$ cat src/rtl/mei_pkg.sv
package mei_pkg;

    // Field and word widths.
    localparam int WORD_W     = 32;
    localparam int COORD_W    = 10;
    localparam int STEP_W     = 31;
    localparam int ITER_W     = 16;
    localparam int GRAY_W     = 8;
    localparam int PROD_W     = COORD_W + STEP_W;
    localparam int SUM_W      = 66;
    localparam int SQ_W       = 2 * WORD_W;

    // Configuration port.
    localparam int APB_ADDR_W = 5;
    localparam int APB_DATA_W = 32;
    localparam int REG_IDX_W  = 3;

    // Register indexes.
    localparam logic [REG_IDX_W-1:0] REG_RE_START = 3'd0;
    localparam logic [REG_IDX_W-1:0] REG_IM_START = 3'd1;
    localparam logic [REG_IDX_W-1:0] REG_RE_STEP  = 3'd2;
    localparam logic [REG_IDX_W-1:0] REG_IM_STEP  = 3'd3;
    localparam logic [REG_IDX_W-1:0] REG_MAX_ITER = 3'd4;

    // Register reset values: -2.0, -2.0, 2^-7, 2^-7 in Q4.28, and 255.
    localparam logic signed [WORD_W-1:0] RST_RE_START = 32'shE000_0000;
    localparam logic signed [WORD_W-1:0] RST_IM_START = 32'shE000_0000;
    localparam logic [STEP_W-1:0]        RST_RE_STEP  = 31'h0020_0000;
    localparam logic [STEP_W-1:0]        RST_IM_STEP  = 31'h0020_0000;
    localparam logic [ITER_W-1:0]        RST_MAX_ITER = 16'd255;

    // Queue between front and back.
    localparam int QUEUE_DEPTH = 2;
    localparam int QPTR_W      = $clog2(QUEUE_DEPTH);

    typedef struct packed {
        logic signed [WORD_W-1:0] re_start;
        logic signed [WORD_W-1:0] im_start;
        logic [STEP_W-1:0]        re_step;
        logic [STEP_W-1:0]        im_step;
        logic [ITER_W-1:0]        max_iter;
    } cfg_t;

    typedef struct packed {
        logic signed [WORD_W-1:0] cre;
        logic signed [WORD_W-1:0] cim;
    } point_t;

    // Clamp a wide signed value to the signed 32-bit word range.
    function automatic logic signed [WORD_W-1:0] sat_word(input logic signed [SUM_W-1:0] v);
        logic signed [SUM_W-1:0] hi;
        logic signed [SUM_W-1:0] lo;
        hi = {{(SUM_W-WORD_W+1){1'b0}}, {(WORD_W-1){1'b1}}};
        lo = {{(SUM_W-WORD_W+1){1'b1}}, {(WORD_W-1){1'b0}}};
        if (v > hi)
        begin
            return hi[WORD_W-1:0];
        end
        else if (v < lo)
        begin
            return lo[WORD_W-1:0];
        end
        return v[WORD_W-1:0];
    endfunction

endpackage

$ cat src/rtl/mei_ifs.sv
// Pixel position channel.
interface mei_pixel_if;
    logic                         valid;
    logic                         ready;
    logic [mei_pkg::COORD_W-1:0]  col;
    logic [mei_pkg::COORD_W-1:0]  row;

    modport source (output valid, output col, output row, input ready);
    modport sink   (input valid, input col, input row, output ready);
endinterface


$ cat src/rtl/mei_front.sv
module mei_front #(
    parameter int MAX_COLS = 1024,
    parameter int MAX_ROWS = 1024
) (
    input  logic               clk,
    input  logic               rst_n,
    mei_pixel_if.sink          pixel,
    input  mei_pkg::cfg_t      cfg,
    output logic               push_valid,
    input  logic               push_ready,
    output mei_pkg::point_t    push_data
);

    typedef enum logic [2:0] {
        F_IDLE = 3'b001,
        F_MUL  = 3'b010,
        F_ADD  = 3'b100
    } front_state_t;

    front_state_t                     state_reg;
    front_state_t                     state_next;
    logic [mei_pkg::COORD_W-1:0]      col_reg;
    logic [mei_pkg::COORD_W-1:0]      row_reg;
    logic [mei_pkg::COORD_W-1:0]      col_clamp;
    logic [mei_pkg::COORD_W-1:0]      row_clamp;
    logic [mei_pkg::PROD_W-1:0]       re_prod_reg;
    logic [mei_pkg::PROD_W-1:0]       im_prod_reg;
    logic signed [mei_pkg::SUM_W-1:0] re_sum;
    logic signed [mei_pkg::SUM_W-1:0] im_sum;
    logic                             accept;

    assign pixel.ready = (state_reg == F_IDLE);
    assign accept      = pixel.valid && pixel.ready;

    // Positions past the image edge fold onto the last column or row.
    always_comb
    begin
        col_clamp = pixel.col;
        row_clamp = pixel.row;
        if (int'(pixel.col) >= MAX_COLS)
        begin
            col_clamp = mei_pkg::COORD_W'(MAX_COLS - 1);
        end
        if (int'(pixel.row) >= MAX_ROWS)
        begin
            row_clamp = mei_pkg::COORD_W'(MAX_ROWS - 1);
        end
    end

    // Start point plus exact offset, then saturate to a word.
    always_comb
    begin
        re_sum = mei_pkg::SUM_W'(cfg.re_start) + $signed(mei_pkg::SUM_W'(re_prod_reg));
        im_sum = mei_pkg::SUM_W'(cfg.im_start) + $signed(mei_pkg::SUM_W'(im_prod_reg));
        push_data.cre = mei_pkg::sat_word(re_sum);
        push_data.cim = mei_pkg::sat_word(im_sum);
    end

    assign push_valid = (state_reg == F_ADD);

    // Sequencer: take a beat, multiply, then hand the point to the queue.
    always_comb
    begin
        state_next = state_reg;
        case (state_reg)
            F_IDLE:
            begin
                if (accept)
                begin
                    state_next = F_MUL;
                end
            end
            F_MUL:   state_next = F_ADD;
            F_ADD:
            begin
                if (push_ready)
                begin
                    state_next = F_IDLE;
                end
            end
            default: state_next = F_IDLE;
        endcase
    end

    always_ff @(posedge clk or negedge rst_n)
    begin
        if (!rst_n)
        begin
            state_reg <= F_IDLE;
        end
        else
        begin
            state_reg <= state_next;
        end
    end

    // Position and offset products.
    always_ff @(posedge clk)
    begin
        if (accept)
        begin
            col_reg <= col_clamp;
            row_reg <= row_clamp;
        end
        if (state_reg == F_MUL)
        begin
            re_prod_reg <= mei_pkg::PROD_W'(col_reg) * mei_pkg::PROD_W'(cfg.re_step);
            im_prod_reg <= mei_pkg::PROD_W'(row_reg) * mei_pkg::PROD_W'(cfg.im_step);
        end
    end

endmodule

$ cat src/flat_wrapper.sv
// flat-port wrapper written by rule: the top's interface ports become plain ports
module mei_front_flat 
#(
    parameter int MAX_COLS = 1024,
    parameter int MAX_ROWS = 1024
)
  (clk, rst_n, cfg, push_valid, push_ready, push_data, pixel_valid, pixel_col, pixel_row, pixel_ready);
  mei_pixel_if pixel_i ();
  input  logic clk;
  input  logic rst_n;
  input  mei_pkg::cfg_t cfg;
  output logic push_valid;
  input  logic push_ready;
  output mei_pkg::point_t push_data;
  input wire logic [$bits(pixel_i.valid)-1:0] pixel_valid;
  input wire logic [$bits(pixel_i.col)-1:0] pixel_col;
  input wire logic [$bits(pixel_i.row)-1:0] pixel_row;
  output wire logic [$bits(pixel_i.ready)-1:0] pixel_ready;
  assign pixel_i.valid = pixel_valid;
  assign pixel_i.col = pixel_col;
  assign pixel_i.row = pixel_row;
  assign pixel_ready = pixel_i.ready;
  mei_front #(.MAX_COLS(MAX_COLS), .MAX_ROWS(MAX_ROWS)) u_core (.clk(clk), .rst_n(rst_n), .pixel(pixel_i), .cfg(cfg), .push_valid(push_valid), .push_ready(push_ready), .push_data(push_data));
endmodule
$ cat config.mk
export PLATFORM = sky130hd
export DESIGN_NAME = mei_front_flat
export DESIGN_NICKNAME = d
export VERILOG_FILES = /design/src/rtl/mei_pkg.sv /design/src/rtl/mei_ifs.sv /design/src/rtl/mei_front.sv /design/src/flat_wrapper.sv
export SDC_FILE = /design/constraint.sdc
export NUM_CORES = 2
export LEC_CHECK = 0
export ABC_AREA = 1
export BUFFER_PORTS_ARGS = -buffer_cell sky130_fd_sc_hd__buf_2
export CORE_UTILIZATION = 55
export DETAILED_ROUTE_END_ITERATION = 7
export GPL_TIMING_DRIVEN = 0
export PLACE_DENSITY = 0.74
export SLEW_MARGIN = 25
export SYNTH_ARGS = -nofsm -noshare
export SYNTH_HDL_FRONTEND = slang
export SYNTH_SLANG_ARGS = --single-unit
$ cat constraint.sdc
create_clock -name clk -period 13.75 [get_ports clk]
set_input_delay 2.0625 -clock clk [delete_from_list [all_inputs] [get_ports clk]]
set_output_delay 2.0625 -clock clk [all_outputs]
set_load 0.01 [all_outputs]
==> impl_metrics.csv <==
group,metric,value,unit
clock_network,cts_root_buf,"clkbuf_16",
clock_network,cts_sinks,105,
routing,vias,27438,
global_route,antenna_found_initial,5,
synth,synth.net_count,5178,
min_path,min_from,"u_core.state_reg[1]",
global_route,grt_pass1_vias,27346,
worst_setup_path,critPathArrivalTime,7710,ps
synth,synth-seq-cells,105,
worst_setup_path,rrSetupSlack,7310,ps
final_layout,final_layout_size_suffix_gt1_share,5.38,%
synth,yosys.area.top_type,"fa_1",
synth,synth_cell_types,49,
worst_setup_path,crit_required,13880,ps
clock_network,cts.clk_slew.worst_paths,80,ps
synth,synth_area,0.0304,mm²
worst_setup_path,r2r_start,"u_core.col_reg[3]",
timing,maxSlewViolCount,0,
floorplanning,start_util,56.0,%
routing,drtIter0Drc,2308,
worst_setup_path,critPathKind,"input port to register",
routing,drc_errors,0,
placement,portBuffers,153,
timing,worstMarginPinSlew,957,ps
synth,netlist_top_cells_area,"fa_1 30%, nand2_1 17%, inv_1 13%",
clock_network,cts_resized,0,
floorplanning,io_pins,232,
min_path,hold_class,"register to register",
routing,drt_wl_total,90.0,mm
routing,routedWlPerCell,17.3,µm
floorplanning,die_x,237,µm
synth,synth_area_per_cell,7.04,µm²
synth,yosys_warnings,0,
clock_network,insertion_delay,400,ps
min_path,hold_end,"u_core.state_reg[1]",
global_route,grtUsageTotal,32.9,%
synth,synth_top_cell_area_share,30.5,%
global_route,grt.overflow.total,0,
synth,synthFlopType,"edfxtp_1",
timing,skew,31.3,ps
final_layout,syn_to_final_growth,6.66,%
routing,drt-pass1-iter-count,6,
min_path,hold_depth,1,
synth,synth_edf_count,102,
floorplanning,die_area,0.0562,mm²
worst_setup_path,cp-end-kind,"register",
timing,finalSetupViolations,0,
clock_network,cts-htree-levels,3,
synth,synthArstFlopShare,2.86,%
clock_network,holdBufCountCts,0,
timing,finalHoldViolCount,0,
global_route,grt_pass1_wl,144,mm
clock_network,cts_made_buffers,9,
timing,tns,0,ps
placement,hpwlAfterDp,76.2,mm
clock_network,cts_setup_buffers,0,
worst_setup_path,reg2reg_to,"u_core.re_prod_reg[33]",
clock_network,cts_max_path_buffers,2,
synth,yosysSeqAreaShare,10.3,%
outcome,status,"complete, no violations",
timing,min_period,7580,ps
final_layout,fin_nets,5355,
clock_network,cts_tree,"done",
run,cap_violations,0,
worst_setup_path,start_kind,"input port",
routing,vias_per_cell,5.28,
timing,timing.slew.headroom,36.2,%
worst_setup_path,r2r.worst_path.cells,22,
synth,netlist_instances,4314,
routing,ant_nets,0,
floorplanning,core-area,0.0542,mm²
worst_setup_path,cp_max_fo,10,
placement,gp_congestion,0.993,
timing,period_share,55.1,%
floorplanning,fp-row-count,85,
timing,rsz0062_at_grt,"false",
global_route,grt_max_degree,18,
floorplanning,die_h,237,µm
timing,fmax,132,MHz
## how the worst max path moves through the flow
stage                        start                     end  slack [ps]  cells past startpoint
6_report                   cfg[56]  u_core.re_prod_reg[33]        6170                     22
5_1_grt                    cfg[53]  u_core.re_prod_reg[33]        5900                     22
4_1_cts                    cfg[56]  u_core.re_prod_reg[33]        6240                     22
3_5_place_dp               cfg[56]  u_core.re_prod_reg[33]        5830                     22
3_3_place_gp   u_core.state_reg[2]   u_core.im_prod_reg[2]        5030                      1
2_1_floorplan              cfg[21]  u_core.im_prod_reg[33]        6700                     22
## cell usage after synthesis, drive strengths merged, types with 60 or more instances
library cell / count
edfxtp: 102
xnor2: 60
ha: 236
nand3: 95
inv: 1045
clkbuf: 121
nand2: 1420
a21oi: 191
xor2: 80
fa: 462
nor2: 247
o21ai: 85
## kinds of logic (layout without fill, tap and decap cells)
family	Yosys count	in the layout	share of synthesized area, %
AOI/OAI and AO/OA	360	360	6.62
buffers and inverters	1182	1364	14.9
DFF	105	105	10.3
other	0	2	0
and+or+nand+nor	1829	1829	23.9
xor gates and xnor gates	140	140	4.06
adders and majority gates	698	698	40.2
## layout by cell type (no fill, tap or decap), drive strengths merged, types with 25 or more instances in the layout
master	n
nand2	1420
nor3	25
nand3	95
edfxtp	102
clkbuf	132
a21oi	191
nor2	247
ha	236
xor2	80
fa	462
buf	179
o21ai	85
nand4	25
xnor2	60
inv	1047
## layer usage
layer / track usage, % / vias to the layer above / wire length, µm
met5: 0 / - / 38
met4: 11.2 / 6 / 2930
met3: 6.87 / 182 / 8520
met2: 50.2 / 1176 / 38600
met1: 46.6 / 12929 / 39900
li1: - / 13145 / -
## through the flow
stage	instance area (µm²)	util [%]	cells	hold slack [ps]	setup slack [ps]
global route	32400	59.7	5194	568	5900
global placement	32000	59.0	5163	468	5030
floorplan	30400	-	4314	455	6700
finish	32400	59.7	5194	525	6170
detailed placement	32100	59.2	5176	510	5830
CTS	32400	59.7	5192	525	6240
## area by class of cell
cell class,count,area (µm²)
fillers,5169,21800
repair buffers,166,863
clock inverters,5,40.0
well taps,696,871
flip-flops and latches,105,3140
clock buffers,11,233
plain buffers,134,582
multi-input cells,3027,22700
inverters,1048,3930
diodes,2,5.00
## critical path: stages
cell and delay [ps]:
clkbuf_1 490, nand2_1 170, fa_1 570, inv_1 50, fa_1 500, inv_1 60
fa_1 470, fa_1 550, inv_1 60, fa_1 480, ha_1 430, a21oi_1 330
o21ai_0 180, a21oi_1 150, o21ai_0 250, a21oi_1 370, inv_1 70, nand3_1 70
nand2_1 100, nand2_1 70, nand2_1 50, xor2_1 160
Power is left out: the tool's default activity adds up to more than one toggle a clock period on the data nets, which glitch-free logic cannot reach.
