[config.mk]
export PLATFORM = sky130hd
export DESIGN_NAME = mei_queue
export DESIGN_NICKNAME = d
export VERILOG_FILES = /design/src/rtl/mei_pkg.sv /design/src/rtl/mei_queue.sv
export SDC_FILE = /design/constraint.sdc
export NUM_CORES = 1
export LEC_CHECK = 0
export BUFFER_PORTS_ARGS = -buffer_cell sky130_fd_sc_hd__buf_2
export CORE_ASPECT_RATIO = 1.25
export CORE_UTILIZATION = 53
export CTS_CLUSTER_DIAMETER = 120
export CTS_CLUSTER_SIZE = 10
export DETAILED_ROUTE_END_ITERATION = 16
export HOLD_SLACK_MARGIN = 0.08
export PLACE_DENSITY_LB_ADDON = 0.25
export SKIP_CTS_REPAIR_TIMING = 1
export SLEW_MARGIN = 40
export SYNTH_ARGS = -nofsm -noshare
export SYNTH_HDL_FRONTEND = slang
export SYNTH_SLANG_ARGS = --single-unit
[constraint.sdc]
create_clock -name clk -period 6.1 [get_ports clk]
set_input_delay 0 -clock clk [delete_from_list [all_inputs] [get_ports clk]]
set_output_delay 0 -clock clk [all_outputs]
set_load 0.03 [all_outputs]
[src/rtl/mei_pkg.sv]
package mei_pkg;

    // Field and word widths.
    localparam int WORD_W     = 32;
    localparam int COORD_W    = 10;
    localparam int STEP_W     = 31;
    localparam int ITER_W     = 16;
    localparam int GRAY_W     = 8;
    localparam int PROD_W     = COORD_W + STEP_W;
    localparam int SUM_W      = 66;
    localparam int SQ_W       = 2 * WORD_W;

    // Configuration port.
    localparam int APB_ADDR_W = 5;
    localparam int APB_DATA_W = 32;
    localparam int REG_IDX_W  = 3;

    // Register indexes.
    localparam logic [REG_IDX_W-1:0] REG_RE_START = 3'd0;
    localparam logic [REG_IDX_W-1:0] REG_IM_START = 3'd1;
    localparam logic [REG_IDX_W-1:0] REG_RE_STEP  = 3'd2;
    localparam logic [REG_IDX_W-1:0] REG_IM_STEP  = 3'd3;
    localparam logic [REG_IDX_W-1:0] REG_MAX_ITER = 3'd4;

    // Register reset values: -2.0, -2.0, 2^-7, 2^-7 in Q4.28, and 255.
    localparam logic signed [WORD_W-1:0] RST_RE_START = 32'shE000_0000;
    localparam logic signed [WORD_W-1:0] RST_IM_START = 32'shE000_0000;
    localparam logic [STEP_W-1:0]        RST_RE_STEP  = 31'h0020_0000;
    localparam logic [STEP_W-1:0]        RST_IM_STEP  = 31'h0020_0000;
    localparam logic [ITER_W-1:0]        RST_MAX_ITER = 16'd255;

    // Queue between front and back.
    localparam int QUEUE_DEPTH = 2;
    localparam int QPTR_W      = $clog2(QUEUE_DEPTH);

    typedef struct packed {
        logic signed [WORD_W-1:0] re_start;
        logic signed [WORD_W-1:0] im_start;
        logic [STEP_W-1:0]        re_step;
        logic [STEP_W-1:0]        im_step;
        logic [ITER_W-1:0]        max_iter;
    } cfg_t;

    typedef struct packed {
        logic signed [WORD_W-1:0] cre;
        logic signed [WORD_W-1:0] cim;
    } point_t;

    // Clamp a wide signed value to the signed 32-bit word range.
    function automatic logic signed [WORD_W-1:0] sat_word(input logic signed [SUM_W-1:0] v);
        logic signed [SUM_W-1:0] hi;
        logic signed [SUM_W-1:0] lo;
        hi = {{(SUM_W-WORD_W+1){1'b0}}, {(WORD_W-1){1'b1}}};
        lo = {{(SUM_W-WORD_W+1){1'b1}}, {(WORD_W-1){1'b0}}};
        if (v > hi)
        begin
            return hi[WORD_W-1:0];
        end
        else if (v < lo)
        begin
            return lo[WORD_W-1:0];
        end
        return v[WORD_W-1:0];
    endfunction

endpackage

[src/rtl/mei_queue.sv]
module mei_queue (
    input  logic               clk,
    input  logic               rst_n,
    input  logic               push_valid,
    output logic               push_ready,
    input  mei_pkg::point_t    push_data,
    output logic               pop_valid,
    input  logic               pop_ready,
    output mei_pkg::point_t    pop_data
);

    mei_pkg::point_t              entry_reg [mei_pkg::QUEUE_DEPTH];
    logic [mei_pkg::QPTR_W-1:0]   wr_ptr_reg;
    logic [mei_pkg::QPTR_W-1:0]   rd_ptr_reg;
    logic [mei_pkg::QPTR_W:0]     count_reg;
    logic [mei_pkg::QPTR_W:0]     count_next;
    logic                         push;
    logic                         pop;

    assign push_ready = (count_reg != (mei_pkg::QPTR_W + 1)'(mei_pkg::QUEUE_DEPTH));
    assign pop_valid  = (count_reg != '0);
    assign push       = push_valid && push_ready;
    assign pop        = pop_valid && pop_ready;
    assign pop_data   = entry_reg[rd_ptr_reg];

    always_comb
    begin
        count_next = count_reg;
        if (push && !pop)
        begin
            count_next = count_reg + 1'b1;
        end
        else if (pop && !push)
        begin
            count_next = count_reg - 1'b1;
        end
    end

    // Pointers and fill level.
    always_ff @(posedge clk or negedge rst_n)
    begin
        if (!rst_n)
        begin
            wr_ptr_reg <= '0;
            rd_ptr_reg <= '0;
            count_reg  <= '0;
        end
        else
        begin
            if (push)
            begin
                wr_ptr_reg <= wr_ptr_reg + 1'b1;
            end
            if (pop)
            begin
                rd_ptr_reg <= rd_ptr_reg + 1'b1;
            end
            count_reg <= count_next;
        end
    end

    // Entry storage.
    always_ff @(posedge clk)
    begin
        if (push)
        begin
            entry_reg[wr_ptr_reg] <= push_data;
        end
    end

endmodule

==> results.py, run 1 <==
metrics = {
    "route": {
        "wirelength_um": 9200,
        "met2_length_um": 5060,
        "ant_nets": 0,
        "vias": 2727,
        "dr_wl_met3_um": 358,
        "drt_iter0_drc": 143,
        "drtPass1Iterations": 4,
        "met1_length_um": 3610,
        "route.detailed.drc": 0,
        "highest_layer": "met4",
        "wl_per_cell_um": 16.1,
        "via_per_inst": 4.78,
    },
    "worst_setup_path": {
        "cp_max_fo": 55,
        "path_cells": "nand2b_1, and3_2, buf_4",
        "cp_data_arrival_time_ps": 2050,
        "path_buf_inv": 1,
        "crit_cells": 3,
        "cpPeakStageDelay_ps": 630,
        "end_kind": "flip-flop",
        "slowest_stage": "buf_4",
        "required_ps": 6130,
        "critPathLaunchType": "flip-flop",
        "rr_worst_depth": 3,
        "cpLargestDelayFamily": "buffers and inverters",
        "path_class": "reg2reg",
    },
    "cts": {
        "cts-root-buf": "clkbuf_16",
        "cts-htree-levels": 4,
        "clock_path_buffers": 2,
        "path_clk_slew_ps": 50,
        "clock_latency_ps": 400,
        "cts_tree": "built",
        "cts_buffers": 17,
        "cts_num_sinks": 132,
    },
    "logic_synthesis": {
        "ys_warn_count": 0,
        "synthesis.nets": 286,
        "synth_cell_type_count": 15,
        "syn_area_sq_mm": 0.00502,
        "synth-seq-cells": 132,
        "syn_avg_cell_area_sq_um": 23.1,
        "seq_area_frac_synth_pct": 78.6,
        "synth_cells": 217,
    },
    "power": {
        "leakagePower_nw": 2.90,
        "total_power_mw": 3.69,
        "power_density_mw_per_mm2": 515,
        "vdd_ir_drop_max_mv": 0.395,
    },
    "placement": {
        "place_hpwl_um": 5210,
        "placed_area_sq_mm": 0.00585,
        "portBuffers": 133,
        "pre_cts_ws_ps": 4080,
        "gp_congestion": 0.687,
    },
    "floorplan": {
        "io_pins": 134,
        "die_w_um": 89.0,
        "start_util_pct": 54.7,
        "core_area_sq_mm": 0.00917,
        "die_h_um": 111,
        "die_area_sq_mm": 0.00986,
        "num_rows": 39,
    },
    "sta": {
        "timing.final.ws_setup_ps": 4080,
        "timing.final.crit_share_pct": 33.1,
        "rsz0062_at_grt": "no",
        "worstMarginPinSlew_ps": 735,
        "finalWorstPathRequiredPeriod_ps": 2020,
        "max_clock_freq_mhz": 495,
        "slew_viol_final": 0,
        "maxSlewHeadroom_pct": 51.0,
        "hold_viol": 0,
        "skew_ps": 5.39,
        "finalSetupViolations": 0,
        "tns_ps": 0,
    },
    "global_route": {
        "first_global_vias": 2540,
        "grtUsageTotal_pct": 17.6,
        "grt_start_max_net_pins": 56,
        "antenna_found_initial": 0,
        "grt_remaining_overflow": 0,
        "grt_pass1_wl_um": 12200,
    },
    "finish": {
        "utilization_pct": 78.1,
        "largest_reg_flops": 128,
        "syn2layout_area_growth_pct": 42.8,
        "diodes": 0,
        "nets": 504,
        "drive_gt1_share_pct": 52.2,
        "fin_area_sq_mm": 0.00717,
    },
    "status": {
        "outcome": "finished, final reports clean",
    },
    "min_path": {
        "min_path_type": "in2reg",
        "hold_depth": 2,
    },
    "run": {
        "cap_violations": 0,
    },
}
[cell usage after synthesis (all sizes together)]
library cell / n / share of area (%)
ha: 1 / 0.25
dfrtp: 4 / 2.0
edfxtp: 128 / 77
or2: 1 / 0.12
mux2: 64 / 18
xor2: 2 / 0.35
and3: 1 / 0.12
nand2: 2 / 0.15
nand2b: 1 / 0.12
nor2: 2 / 0.15
buf: 7 / 1.4
xnor2: 3 / 0.52
inv: 1 / 0.075
[worst reg2reg max path: stages (launching register included)]
cell      delay, ps
dfrtp_1         410
nand2b_1        180
and3_2          370
buf_4           630
[layout by cell type (no fill, tap or decap), drive strengths merged]
cell type / n
clkinvlp: 2
nand2b: 1
nand2: 2
dfrtp: 4
buf: 138
nor2: 2
mux2: 64
bufinv: 4
clkinv: 3
or2: 1
and3: 1
inv: 1
ha: 1
clkbuf: 23
edfxtp: 128
xnor2: 3
xor2: 2
dlygate4sd3: 68
[cell families (layout without fill, tap and decap cells)]
logic type	count (synthesis)	count (layout)	synth area share, %
flops	132	132	78.6
mux	64	64	18.1
buf+inv	8	239	1.52
simple gates	7	7	0.673
xor+xnor	5	5	0.873
fa+ha+maj	1	1	0.249
[worst paths after layout]
path,end,slack [ps],start
hold / removal,entry_reg[0][4]$_DFFE_PP_,320,push_data[4]
hold reg to reg,count_reg[1]$_DFFE_PN0P_,490,count_reg[1]$_DFFE_PN0P_
min in group asynchronous,count_reg[1]$_DFFE_PN0P_,490,rst_n
max in group asynchronous,rd_ptr_reg$_DFFE_PN0P_,5420,rst_n
setup reg to reg,entry_reg[1][45]$_DFFE_PP_,4080,count_reg[0]$_DFFE_PN0P_
setup / recovery,entry_reg[1][45]$_DFFE_PP_,4080,count_reg[0]$_DFFE_PN0P_
[per-stage QoR]
stage / std cells / hold WS [ps]
after detailed placement: 471 / -190
after floorplan: 217 / -296
after CTS: 503 / -623
after global routing: 571 / 307
after global placement: 468 / -193
final: 571 / 319
[per-layer routing]
metal | vias up | track usage, %
met5 | - | 0
met3 | 13 | 6.70
met1 | 1335 | 18.4
met4 | 0 | 8.15
li1 | 1297 | -
met2 | 82 | 30.6
[where the power goes]
part	internal (mW)	leakage [nW]	switching, mW
clock network	0.724	0.307	0.339
logic	0.526	1.36	0.786
registers	1.25	1.23	0.0695
[area by class of cell]
| cell class | instances | area, sq um |
|---|---|---|
| sequential | 132 | 3950 |
| fill | 538 | 2010 |
| timing repair buffer | 206 | 1420 |
| multi-input combinational | 77 | 1010 |
| clock buffer | 23 | 488 |
| tap | 123 | 154 |
| clock inverter | 9 | 149 |
| inverter | 1 | 3.75 |
No activity file was read; power rests on OpenSTA's default activity.
==> run 2: changes to the inputs <==
- CORE_UTILIZATION: 53 -> 47
- clock period: 6.1 -> 1.75 ns (I/O delays scaled with it)
==> run 2 against run 1 <==
  * Core utilization is 7.2 points lower
  * Power rose to 3.5 times the previous value
  * Final cell count is 3.0% higher
  * Register-to-register slack lost 3800 ps
  * Clock-buffer cell count shrank 4
  * Hold slack better by 5.6 ps
  * Critical path depth stayed put
  * Sequential power rose to 3.5 times the previous value
  * Clock power rose to 3.3 times the previous value
  * Global-route usage down 1.6 points
  * Non-clock buffer count grew 11
  * Critical path type is now reg2out
==> results.py, run 2 (synthesized netlist as in run 1, its figures left out) <==
metrics = {
    "global_route": {
        "grt.met1_usage_pct": 17.4,
        "antenna_found_initial": 0,
        "grt_use_met2_pct": 27.0,
        "busiest_layer": "met2",
        "first_global_vias": 2635,
        "grt_start_max_net_pins": 34,
        "grt_remaining_overflow": 0,
        "grt_pass1_wl_um": 12800,
        "grtUsageTotal_pct": 16.0,
        "use_met3_pct": 5.88,
    },
    "floorplan": {
        "start_util_pct": 48.9,
        "die_area_sq_mm": 0.0111,
        "io_pins": 134,
        "die_w_um": 94.4,
        "die_h_um": 118,
        "core_area_sq_mm": 0.0103,
        "num_rows": 41,
    },
    "sta": {
        "finalWorstPathRequiredPeriod_ps": 1730,
        "rsz0062_at_grt": "yes",
        "hold_viol": 0,
        "slew_viol_final": 0,
        "skew_ps": 4.73,
        "maxSlewHeadroom_pct": 83.1,
        "max_clock_freq_mhz": 579,
        "worstMarginPinSlew_ps": 253,
        "finalSetupViolations": 0,
        "timing.final.crit_share_pct": 98.7,
        "hold_ws_ps": 325,
    },
    "power": {
        "leakagePower_nw": 2.96,
        "clkPwrFrac_pct": 27.2,
        "p_sw_mw": 4.20,
        "power_frac_seq_pct": 35.6,
        "p_int_mw": 8.76,
        "switching_share_pct": 32.4,
        "vdd_ir_drop_max_mv": 0.975,
        "combPwrFrac_pct": 37.3,
        "power_density_mw_per_mm2": 1780,
    },
    "route": {
        "wl_per_cell_um": 15.2,
        "drtPass1Iterations": 4,
        "via_per_inst": 4.67,
        "route.detailed.drc": 0,
        "wirelength_um": 8960,
        "drt_iter0_drc": 112,
        "ant_nets": 0,
        "vias": 2746,
    },
    "finish": {
        "drive_gt1_share_pct": 53.4,
        "largest_reg_flops": 128,
        "mostFrequentLayoutCells": "buf_2, edfxtp_1, dlygate4sd3_1, mux2_4, clkbuf_16",
        "syn2layout_area_growth_pct": 45.1,
        "nets": 515,
        "diodes": 0,
        "final_cells": 588,
        "layout_commonest_cell": "buf_2",
    },
    "cts": {
        "path_clk_slew_ps": 50,
        "cts-htree-levels": 4,
        "cts-root-buf": "clkbuf_16",
        "cts_num_sinks": 132,
        "cts_tree": "built",
        "clock_latency_ps": 400,
        "clock_path_buffers": 2,
        "cts_buffers": 17,
    },
    "placement": {
        "gp_congestion": 0.723,
        "dp_cells": 481,
        "portBuffers": 133,
        "place_hpwl_um": 5480,
    },
    "worst_setup_path": {
        "end_kind": "output port",
        "critPathLaunchType": "flip-flop",
        "path_buf_inv": 2,
        "cp_max_fo": 17,
        "cp_data_arrival_time_ps": 1730,
        "path_class": "reg2out",
        "cpPeakStageDelay_ps": 570,
        "path_cells": "buf_4, mux2_4, buf_2",
        "cpLargestDelayFamily": "flip-flops",
        "required_ps": 1750,
        "slowest_stage": "dfrtp_4",
    },
    "status": {
        "outcome": "finished, final reports clean",
    },
    "run": {
        "cap_violations": 0,
    },
    "min_path": {
        "min_path_type": "in2reg",
    },
}
## run 2: cell types whose count changed in the layout (fill, tap and decap cells not counted), sizes merged
| cell | change |
|---|---|
| clkinv | +5 |
| buf | +11 |
| clkinvlp | -1 |
| clkbuf | -4 |
## run 2: metrics by stage
step,power [mW],area (sq um),util [%],setup TNS (ps),worst slack [ps]
floorplan,8.09,5040,-,-29030,-300
global placement,9.21,5940,57.9,0,357
detailed placement,9.30,5940,57.9,0,297
CTS,12.9,6540,63.7,-2260,-83.3
global route,13.5,7280,71.0,-814,-49.4
finish,13.0,7280,71.0,0,23.0
## run 2: worst reg2reg max path: cells and delay by family, from the launching register on
family        cells  cell delay, ps
fa+ha+maj         1             180
simple gates      3             460
flops             1             420
xor+xnor          2             300
## run 2: power by group through the flow
stage	combinational (mW)	sequential [mW]	clock, mW
after floorplan	3.54	4.55	0
after global placement	4.55	4.65	0
after detailed placement	4.59	4.70	0
after CTS	4.61	4.65	3.60
after global routing	5.10	4.67	3.72
final	4.83	4.61	3.52
## run 2: area by class of cell
type | count | area, sq um
Clock buffer | 19 | 433
Clock inverter | 13 | 164
Fill cell | 686 | 2980
Inverter | 1 | 3.75
Multi-Input combinational cell | 77 | 1020
Sequential cell | 132 | 3950
Tap cell | 129 | 161
Timing Repair Buffer | 217 | 1550
## run 2: final timing paths
check | from | endpoint | slack (ps) | cells past startpoint
worst min register to register | count_reg[0]$_DFFE_PN0P_ | count_reg[0]$_DFFE_PN0P_ | 540 | 1
worst max register to register | count_reg[0]$_DFFE_PN0P_ | count_reg[1]$_DFFE_PN0P_ | 280 | 6
max in group asynchronous | rst_n | rd_ptr_reg$_DFFE_PN0P_ | 1060 | 3
worst min-delay path | push_data[38] | entry_reg[0][38]$_DFFE_PP_ | 320 | 2
worst max-delay path | rd_ptr_reg$_DFFE_PN0P_ | pop_data[16] | 20 | 3
min in group asynchronous | rst_n | count_reg[0]$_DFFE_PN0P_ | 490 | 3
## run 2: metal layers
metal,routed length [um],share of wire (%)
met4,136,1.5
met3,426,4.8
met2,4940,55
met5,0,0
met1,3450,39
