--- src/rtl/mei_pkg.sv ---
package mei_pkg;

    // Field and word widths.
    localparam int WORD_W     = 32;
    localparam int COORD_W    = 10;
    localparam int STEP_W     = 31;
    localparam int ITER_W     = 16;
    localparam int GRAY_W     = 8;
    localparam int PROD_W     = COORD_W + STEP_W;
    localparam int SUM_W      = 66;
    localparam int SQ_W       = 2 * WORD_W;

    // Configuration port.
    localparam int APB_ADDR_W = 5;
    localparam int APB_DATA_W = 32;
    localparam int REG_IDX_W  = 3;

    // Register indexes.
    localparam logic [REG_IDX_W-1:0] REG_RE_START = 3'd0;
    localparam logic [REG_IDX_W-1:0] REG_IM_START = 3'd1;
    localparam logic [REG_IDX_W-1:0] REG_RE_STEP  = 3'd2;
    localparam logic [REG_IDX_W-1:0] REG_IM_STEP  = 3'd3;
    localparam logic [REG_IDX_W-1:0] REG_MAX_ITER = 3'd4;

    // Register reset values: -2.0, -2.0, 2^-7, 2^-7 in Q4.28, and 255.
    localparam logic signed [WORD_W-1:0] RST_RE_START = 32'shE000_0000;
    localparam logic signed [WORD_W-1:0] RST_IM_START = 32'shE000_0000;
    localparam logic [STEP_W-1:0]        RST_RE_STEP  = 31'h0020_0000;
    localparam logic [STEP_W-1:0]        RST_IM_STEP  = 31'h0020_0000;
    localparam logic [ITER_W-1:0]        RST_MAX_ITER = 16'd255;

    // Queue between front and back.
    localparam int QUEUE_DEPTH = 2;
    localparam int QPTR_W      = $clog2(QUEUE_DEPTH);

    typedef struct packed {
        logic signed [WORD_W-1:0] re_start;
        logic signed [WORD_W-1:0] im_start;
        logic [STEP_W-1:0]        re_step;
        logic [STEP_W-1:0]        im_step;
        logic [ITER_W-1:0]        max_iter;
    } cfg_t;

    typedef struct packed {
        logic signed [WORD_W-1:0] cre;
        logic signed [WORD_W-1:0] cim;
    } point_t;

    // Clamp a wide signed value to the signed 32-bit word range.
    function automatic logic signed [WORD_W-1:0] sat_word(input logic signed [SUM_W-1:0] v);
        logic signed [SUM_W-1:0] hi;
        logic signed [SUM_W-1:0] lo;
        hi = {{(SUM_W-WORD_W+1){1'b0}}, {(WORD_W-1){1'b1}}};
        lo = {{(SUM_W-WORD_W+1){1'b1}}, {(WORD_W-1){1'b0}}};
        if (v > hi)
        begin
            return hi[WORD_W-1:0];
        end
        else if (v < lo)
        begin
            return lo[WORD_W-1:0];
        end
        return v[WORD_W-1:0];
    endfunction

endpackage

--- src/rtl/mei_cfg.sv ---
module mei_cfg (
    input  logic                              clk,
    input  logic                              rst_n,
    input  logic                              psel,
    input  logic                              penable,
    input  logic                              pwrite,
    input  logic [mei_pkg::APB_ADDR_W-1:0]    paddr,
    input  logic [mei_pkg::APB_DATA_W-1:0]    pwdata,
    output logic [mei_pkg::APB_DATA_W-1:0]    prdata,
    output logic                              pready,
    output mei_pkg::cfg_t                     cfg
);

    mei_pkg::cfg_t                   cfg_reg;
    mei_pkg::cfg_t                   cfg_next;
    logic [mei_pkg::REG_IDX_W-1:0]   idx;
    logic                            wr_en;

    assign pready = 1'b1;
    assign idx    = paddr[mei_pkg::APB_ADDR_W-1:2];
    assign wr_en  = psel && penable && pwrite && pready;
    assign cfg    = cfg_reg;

    // Register write decode; unknown indexes are dropped.
    always_comb
    begin
        cfg_next = cfg_reg;
        if (wr_en)
        begin
            case (idx)
                mei_pkg::REG_RE_START: cfg_next.re_start = pwdata[mei_pkg::WORD_W-1:0];
                mei_pkg::REG_IM_START: cfg_next.im_start = pwdata[mei_pkg::WORD_W-1:0];
                mei_pkg::REG_RE_STEP:  cfg_next.re_step  = pwdata[mei_pkg::STEP_W-1:0];
                mei_pkg::REG_IM_STEP:  cfg_next.im_step  = pwdata[mei_pkg::STEP_W-1:0];
                mei_pkg::REG_MAX_ITER: cfg_next.max_iter = pwdata[mei_pkg::ITER_W-1:0];
                default:               cfg_next = cfg_reg;
            endcase
        end
    end

    always_ff @(posedge clk or negedge rst_n)
    begin
        if (!rst_n)
        begin
            cfg_reg.re_start <= mei_pkg::RST_RE_START;
            cfg_reg.im_start <= mei_pkg::RST_IM_START;
            cfg_reg.re_step  <= mei_pkg::RST_RE_STEP;
            cfg_reg.im_step  <= mei_pkg::RST_IM_STEP;
            cfg_reg.max_iter <= mei_pkg::RST_MAX_ITER;
        end
        else
        begin
            cfg_reg <= cfg_next;
        end
    end

    // Read mux.
    always_comb
    begin
        case (idx)
            mei_pkg::REG_RE_START: prdata = cfg_reg.re_start;
            mei_pkg::REG_IM_START: prdata = cfg_reg.im_start;
            mei_pkg::REG_RE_STEP:  prdata = {1'b0, cfg_reg.re_step};
            mei_pkg::REG_IM_STEP:  prdata = {1'b0, cfg_reg.im_step};
            mei_pkg::REG_MAX_ITER: prdata = {{(mei_pkg::APB_DATA_W-mei_pkg::ITER_W){1'b0}},
                                             cfg_reg.max_iter};
            default:               prdata = '0;
        endcase
    end

endmodule

--- config.mk ---
export PLATFORM = sky130hd
export DESIGN_NAME = mei_cfg
export DESIGN_NICKNAME = d
export VERILOG_FILES = /design/src/rtl/mei_pkg.sv /design/src/rtl/mei_cfg.sv
export SDC_FILE = /design/constraint.sdc
export NUM_CORES = 1
export LEC_CHECK = 0
export ABC_CLOCK_PERIOD_IN_PS = 2300
export CAP_MARGIN = 20
export CORE_MARGIN = 1
export CORE_UTILIZATION = 47
export DETAILED_ROUTE_END_ITERATION = 16
export DONT_BUFFER_PORTS = 1
export PLACE_DENSITY = 0.65
export SLEW_MARGIN = 30
export SYNTH_ARGS = -nofsm -noshare
export SYNTH_HDL_FRONTEND = slang
export SYNTH_SLANG_ARGS = --single-unit
--- constraint.sdc ---
create_clock -name clk -period 2.3 [get_ports clk]
set_clock_uncertainty 0.05 [all_clocks]
set_input_delay 0.345 -clock clk [delete_from_list [all_inputs] [get_ports clk]]
set_output_delay 0.345 -clock clk [all_outputs]
set_load 0.02 [all_outputs]
==> impl_metrics.yaml, run 1 <==
timing:
  maxSlewViolCount: 0
  hold_viol: 142
  setup_viol: 0
  finalSetupTns_ns: 0
  max_freq_ghz: 0.493
  fin_hold_ws_ns: -0.428
  layout_min_cycle_time_ns: 2.03
  rsz0062_at_grt: "false"
  worst_slew_pin_slew_ns: 0.616
  finalCritPeriodShare_pct: 88.2
  slew_headroom_pct: 58.6
global_route:
  grt_pass1_wl_um: 24300
  grt_max_degree: 143
  overflow: 0
  grt_usage_pct: 23.2
  antenna_found_initial: 0
  grt_pass1_vias: 4071
drt:
  vias_per_cell: 6.00
  drt_wl_total_um: 15400
  drt_first_pass_iters: 4
  ant_nets: 0
  num_vias: 3688
  drtIter0Drc: 177
  wl_per_cell_um: 25.0
  route.detailed.drc: 0
cts:
  postCtsHoldBufs: 1
  clk_path_buf_depth: 2
  cts_resized: 0
  post_cts_buffers: 0
  cts_buffers: 17
  cts_root_buf: "clkbuf_16"
  cts-htree-levels: 4
  clock_latency_ns: 0.41
  cts_tree: "yes"
  numClockSinks: 142
  path_clk_slew_ns: 0.06
power:
  power_mw: 7.96
  p_leak_nw: 3.23
  peakVddDrop_mv: 0.746
  power_density_nw_per_um2: 1090
floorplanning:
  core-area_um2: 13300
  die_area_um2: 14100
  ios: 217
  die_x_um: 119
  start_util_pct: 48.3
  rows: 42
  die_h_um: 119
cells_and_area:
  multi_input_area_um2: 2740
  filler_cell_count: 1095
  drive_above_1_share_pct: 53.3
  diodes: 0
  largest_register_ffs: 142
  syn2layout_area_growth_pct: 13.8
  nNetsFinal: 468
  fin_util_pct: 55.0
  regArea_um2: 3570
placed_design:
  port_buffers: 0
  dp_hpwl_um: 9950
  gp_congestion: 0.752
logic_synthesis:
  syn-num-nets: 464
  synthFlopType: "dfrtp_1"
  synthCells: 422
  synthArstFlopShare_pct: 100
  yosysWarningCount: 0
  synth_seq_area_share_pct: 55.6
  ys_seq_elements: 142
  synth_cell_types: 23
  synth_area_per_cell_um2: 15.2
  synth_enable_flop_cells: 0
  synth_area_um2: 6430
setup_path:
  crit_arrival_ns: 1.63
  crit_type: "reg -> out"
  crit_path_end_kind: "output pin"
  cp_max_fo: 3
  worst_setup_path_start_kind: "register"
  crit_required_ns: 1.90
status:
  violations: "hold timing"
  outcome: "complete, but fails checks"
worst_hold_path:
  hold_path.class: "in -> async"
job:
  max-cap-violations: 0
[worst max-delay path, cell delays in order (launching register included)]
cell and delay (ns):
dfrtp_1 0.49, mux2_2 0.32, a221o_1 0.41
[power breakdown]
part	internal, mW	switching, mW
registers	3.03	1.10
clock network	1.89	1.01
logic	0.589	0.338
total	5.51	2.45
[through the flow]
step / std cells / setup WS [ns] / area (um2)
5_1_grt: 615 / 0.222 / 7320
2_1_floorplan: 422 / 0.302 / 6430
6_report: 615 / 0.272 / 7320
4_1_cts: 615 / 0.256 / 7320
3_5_place_dp: 582 / 0.524 / 6670
3_3_place_gp: 582 / 0.548 / 6670
[routing by layer]
layer	global-route usage [%]	up-vias	wire (um)
met2	36.5	149	7570
met5	0	-	0
met4	8.23	0	184
met3	8.09	13	1230
met1	29.6	1961	6380
li1	-	1565	-
[cell type report]
class	instances	share of cell area (%)
Timing Repair Buffer	14	1.98
Clock buffer	21	6.43
Sequential cell	142	48.8
Clock inverter	11	2.22
Tap cell	176	3.01
Multi-Input combinational cell	251	37.5
[cells in the mapped netlist (3+ instances only)]
| cell type | number | area [um2] |
|---|---|---|
| mux2_2 | 152 | 1710 |
| dfrtp_1 | 126 | 3150 |
| buf_2 | 19 | 95.1 |
| mux2i_1 | 18 | 180 |
| nor2_1 | 18 | 67.6 |
| dfstp_2 | 16 | 420 |
| a221o_1 | 15 | 150 |
| mux4_2 | 15 | 338 |
| nor2b_1 | 15 | 93.8 |
| clkbuf_1 | 5 | 18.8 |
| mux2_1 | 5 | 56.3 |
| buf_4 | 3 | 22.5 |
[kinds of logic after synthesis]
| family | share of synthesized area (%) |
|---|---|
| AO/OA/AOI/OAI | 2.49 |
| buffers and inverters | 2.24 |
| flip-flops | 55.6 |
| multiplexers | 35.6 |
| other | 0.0583 |
| AND/OR/NAND/NOR | 4.05 |
[worst paths after layout]
path / slack, ns / depth (start not counted) / startpoint / to
min in group clk: 0.02 / 1 / pwdata[31] / cfg[141]$_DFFE_PN1P_
setup / recovery: 0.27 / 2 / cfg[120]$_DFFE_PN0P_ / prdata[10]
setup reg to reg: 1.33 / 1 / cfg[26]$_DFFE_PN0P_ / cfg[26]$_DFFE_PN0P_
hold / removal: -0.43 / 0 / rst_n / cfg[135]$_DFFE_PN0P_
max in group asynchronous: 2.22 / 0 / rst_n / cfg[0]$_DFFE_PN1P_
hold reg to reg: 0.63 / 1 / cfg[1]$_DFFE_PN1P_ / cfg[1]$_DFFE_PN1P_
[placed cells by master, fill, tap and decap left out]
master	netlist	final
and3_1	2	2
nor3_1	2	2
bufinv_16	0	4
dfstp_2	16	16
a221o_1	15	15
mux2_1	5	5
clkbuf_1	5	1
buf_12	0	3
clkbuf_8	0	3
nand2_1	1	1
a311o_1	1	1
nor3_4	0	1
conb_1	1	1
clkbuf_16	0	17
mux4_2	15	15
nor2b_1	15	15
mux2_2	152	152
nand4b_4	1	1
nor2_4	0	1
nand2b_1	1	1
dfrtp_1	126	126
nor2_2	0	1
clkinvlp_4	0	3
mux2i_1	18	18
dlygate4sd3_1	0	1
nor2_1	18	16
buf_4	3	10
clkinv_2	0	4
nor3b_2	2	1
nor3b_4	0	2
(Power assumes the default switching activity.)
==> run 2: changes to the inputs <==
- CORE_UTILIZATION: 47 -> 45
- HOLD_SLACK_MARGIN: default -> 0.1
- PLACE_DENSITY: 0.65 -> 0.63
==> run 2 against run 1 <==
The run still ends with hold timing left. First-iteration DRC count shrank 21%. Maximum frequency is 0.72% lower. Flip-flop and latch count stayed put. Setup slack worse by 0.015 ns. Hold slack about the same. Total power is 3.3% lower. Clock power decreased by 11%. Count of clock-buffer cells in the layout increased by 5. Combinational power rose by 6.7%. Via count rose by 4.6%. Critical path type unchanged.
==> impl_metrics.yaml, run 2 (synthesized netlist as in run 1, its figures left out) <==
placed_design:
  dp_hpwl_um: 9780
  gp_congestion: 0.727
  port_buffers: 0
  pre_cts_slack_ns: 0.481
  post_dp_cell_area_um2: 6650
  place_inst: 586
cts:
  post_cts_buffers: 0
  cts_buffers: 17
  postCtsHoldBufs: 32
  cts_tree: "yes"
  cts-htree-levels: 4
  cts_resized: 0
  cts_root_buf: "clkbuf_16"
  clock_latency_ns: 0.41
  clk_path_buf_depth: 2
  numClockSinks: 142
  path_clk_slew_ns: 0.06
drt:
  num_vias: 3858
  vias_per_cell: 5.94
  route.detailed.drc: 0
  wl_per_cell_um: 23.6
  ant_nets: 0
  drt_first_pass_iters: 4
  drtIter0Drc: 139
  drt_wl_total_um: 15400
cells_and_area:
  regArea_um2: 3570
  drive_above_1_share_pct: 48.9
  finalInstanceArea_um2: 7530
  final_common_cell: "mux2_2"
  layout_common_cells: "152 x mux2_2, 126 x dfrtp_1, 32 x dlygate4sd3_1, 18 x mux2i_1, 17 x clkbuf_16"
  diodes: 0
  largest_register_ffs: 142
  filler_cell_count: 1149
  finalNonFillerCells: 650
  multi_input_area_um2: 2740
  nNetsFinal: 499
  syn2layout_area_growth_pct: 17.2
global_route:
  use_met2_pct: 34.9
  grt_pass1_wl_um: 23300
  grt_pass1_vias: 4007
  antenna_found_initial: 0
  overflow: 0
  grt_max_degree: 143
  use_met1_pct: 25.6
  gr-usage-met3_pct: 10.1
  busiest_layer: "met2"
  grt_usage_pct: 21.7
floorplanning:
  ios: 217
  die_x_um: 122
  start_util_pct: 46.3
  die_h_um: 122
  die_area_um2: 14800
  rows: 43
  core-area_um2: 13900
power:
  power_mw: 7.69
  p_leak_nw: 3.33
  peakVddDrop_mv: 0.442
  power_density_nw_per_um2: 1020
timing:
  finalSetupTns_ns: 0
  maxSlewViolCount: 0
  slew_headroom_pct: 56.6
  worst_slew_pin_slew_ns: 0.646
  layout_setup_ws_ns: 0.257
  layout_min_cycle_time_ns: 2.04
  hold_viol: 142
  rsz0062_at_grt: "false"
  setup_viol: 0
  finalCritPeriodShare_pct: 88.8
  max_freq_ghz: 0.489
  fin_hold_ws_ns: -0.427
worst_hold_path:
  hold_path.class: "in -> async"
status:
  violations: "hold timing"
  outcome: "complete, but fails checks"
setup_path:
  worst_setup_path_start_kind: "register"
  crit_type: "reg -> out"
  crit_required_ns: 1.90
  ff2ff_path_depth: 1
  crit_arrival_ns: 1.65
  cp_max_fo: 3
  crit_path_end_kind: "output pin"
job:
  max-cap-violations: 0
[run 2: routing by layer]
metal	vias up	part of all wire, %	wire length [um]
met4	0	1.4	221
met3	19	8.6	1320
met1	2050	40	6150
met2	153	50	7670
li1	1636	-	-
met5	-	0	0
[run 2: worst paths after layout]
check / to / startpoint / slack [ns]
min in group clk: cfg[110]$_DFFE_PN0P_ / paddr[2] / 0.16
max in group asynchronous: cfg[6]$_DFFE_PN1P_ / rst_n / 2.28
worst min-delay path: cfg[99]$_DFFE_PN0P_ / rst_n / -0.43
worst max-delay path: prdata[30] / cfg[108]$_DFFE_PN1P_ / 0.26
worst min register to register: cfg[3]$_DFFE_PN1P_ / cfg[3]$_DFFE_PN1P_ / 0.62
worst max register to register: cfg[18]$_DFFE_PN0P_ / cfg[18]$_DFFE_PN0P_ / 1.34
[run 2: layout make-up]
cell class                      instances  area share [%]
Clock buffer                           26            6.63
Timing Repair Buffer                   45            5.72
Sequential cell                       142            47.5
Tap cell                              180            2.99
Clock inverter                          6           0.764
Multi-Input combinational cell        251            36.4
[run 2: where the power goes]
group          total, mW  internal, mW  switching (mW)
Sequential          4.13          3.03            1.10
Clock               2.57          1.59           0.977
Combinational      0.989         0.623           0.365
Total               7.69          5.25            2.44
[run 2: metrics by stage]
step / util, % / hold slack [ns]
finish: 54.2 / -0.427
global route: 54.2 / -0.463
CTS: 54.2 / -0.446
detailed placement: 47.9 / 0.00228
global placement: 47.9 / 0.00199
floorplan: - / -0.000591
[run 2: worst max-delay path, cell delays in order, from the launching register on]
cell     delay [ns]
dfstp_2        0.61
mux4_2         0.26
nor2b_1        0.37
==> run 3: changes to the inputs <==
- CTS_BUF_LIST: default -> sky130_fd_sc_hd__clkbuf_4
==> run 3 against run 2 <==
The run still ends with hold timing left. Maximum frequency shrank 5.0%. Flip-flop and latch count is the same. Clock power shrank 46%. Design area shrank 4.0%. Via count shrank 0.41%. Critical path depth is the same. Wire length shrank 0.40%. Final cell count grew 0.31%. Global-route usage shrank 0.53 points. Die area is the same. Highest routed layer unchanged.
==> impl_metrics.yaml, run 3 (synthesized netlist as in run 1, its figures left out) <==
status:
  outcome: "complete, but fails checks"
  violations: "hold timing"
cells_and_area:
  diodes: 0
  largest_register_ffs: 142
  layout_common_cells: "152 x mux2_2, 126 x dfrtp_1, 34 x dlygate4sd3_1, 22 x clkbuf_4, 18 x mux2i_1"
  finalNonFillerCells: 652
  drive_above_1_share_pct: 48.9
  final_common_cell: "mux2_2"
  syn2layout_area_growth_pct: 12.5
  fin_util_pct: 52.1
  nNetsFinal: 501
setup_path:
  cp_max_fo: 3
  critical-path-top-delay-family: "flip-flops"
  reg2reg_to: "cfg[18]$_DFFE_PN0P_"
  path_cells: "mux4_2 > nor2b_1"
  crit_required_ns: 1.90
  crit_path_end_kind: "output pin"
  cp_num_buf_inv: 0
  crit_slowest_cell: "dfstp_2"
  r2r_start: "cfg[18]$_DFFE_PN0P_"
  r2r_slack_ns: 1.33
  ff2ff_path_depth: 1
  max_stage_delay_ns: 0.62
  crit_arrival_ns: 1.76
  crit_type: "reg -> out"
  worst_setup_path_start_kind: "register"
drt:
  drt_wl_total_um: 15300
  route.detailed.drc: 0
  wl_per_cell_um: 23.5
  drt_first_pass_iters: 4
  m1WireLength_um: 6020
  met2WireLength_um: 7690
  drtIter0Drc: 128
  top_layer: "met4"
  num_vias: 3842
  vias_per_cell: 5.89
  wl_met3_um: 1350
  ant_nets: 0
cts:
  cts_tree: "yes"
  cts_root_buf: "clkbuf_4"
  postCtsHoldBufs: 34
  cts_buffers: 17
  clk_path_buf_depth: 2
  post_cts_buffers: 0
  cts-htree-levels: 4
  cts_resized: 0
  clock_latency_ns: 0.51
  path_clk_slew_ns: 0.11
  numClockSinks: 142
timing:
  finalSetupTns_ns: 0
  setup_viol: 0
  fin_hold_ws_ns: -0.545
  rsz0062_at_grt: "false"
  hold_viol: 142
  maxSlewViolCount: 0
  layout_setup_ws_ns: 0.149
  slew_headroom_pct: 56.6
  layout_min_cycle_time_ns: 2.15
  worst_slew_pin_slew_ns: 0.646
  finalCritPeriodShare_pct: 93.5
  max_freq_ghz: 0.465
placed_design:
  pre_cts_slack_ns: 0.481
  port_buffers: 0
  dp_hpwl_um: 9780
  gp_congestion: 0.727
  place_inst: 586
job:
  max-cap-violations: 0
floorplanning:
  core-area_um2: 13900
  die_x_um: 122
  ios: 217
  start_util_pct: 46.3
  die_h_um: 122
  die_area_um2: 14800
  rows: 43
global_route:
  antenna_found_initial: 0
  grt_usage_pct: 21.2
  overflow: 0
  grt_max_degree: 143
  grt_pass1_wl_um: 23100
  grt_pass1_vias: 4012
power:
  power_density_nw_per_um2: 900
  p_leak_nw: 3.20
  peakVddDrop_mv: 0.369
worst_hold_path:
  hold_path.class: "in -> async"
## run 3: metrics by stage
step / hold slack [ns] / power (mW) / instance area [um2]
after floorplan: -0.000591 / 4.86 / 6430
after global routing: -0.615 / 6.84 / 7230
final: -0.545 / 6.51 / 7230
after detailed placement: 0.00228 / 5.11 / 6650
after global placement: 0.00199 / 5.06 / 6650
after CTS: -0.610 / 6.59 / 7230
## run 3: cell type report
cell class	instances	area, um2
timing repair buffer	47	450
tap	180	225
clock inverter	10	72.6
fill	1188	6650
clock buffer	22	165
sequential	142	3570
multi-input combinational	251	2740
## run 3: worst max path at each step
| stage | from | to | slack [ns] | depth (start not counted) |
|---|---|---|---|---|
| CTS | cfg[108]$_DFFE_PN1P_ | prdata[30] | 0.06 | 2 |
| global placement | paddr[4] | cfg[72]$_DFFE_PN0P_ | 0.51 | 4 |
| detailed placement | paddr[4] | cfg[76]$_DFFE_PN0P_ | 0.48 | 4 |
| floorplan | paddr[4] | prdata[11] | 0.30 | 4 |
| global route | cfg[108]$_DFFE_PN1P_ | prdata[30] | 0.02 | 2 |
| finish | cfg[108]$_DFFE_PN1P_ | prdata[30] | 0.15 | 2 |
## run 3: where the power goes
group	internal, mW	switching [mW]	total, mW
sequential	3.02	1.10	4.12
clock	0.575	0.825	1.40
combinational	0.625	0.366	0.991
total	4.22	2.29	6.51
## run 3: metal layers
metal | track usage [%] | vias to the layer above
met5 | 0 | -
met4 | 8.41 | 0
met3 | 7.99 | 19
met2 | 34.9 | 164
met1 | 24.9 | 2028
li1 | - | 1631
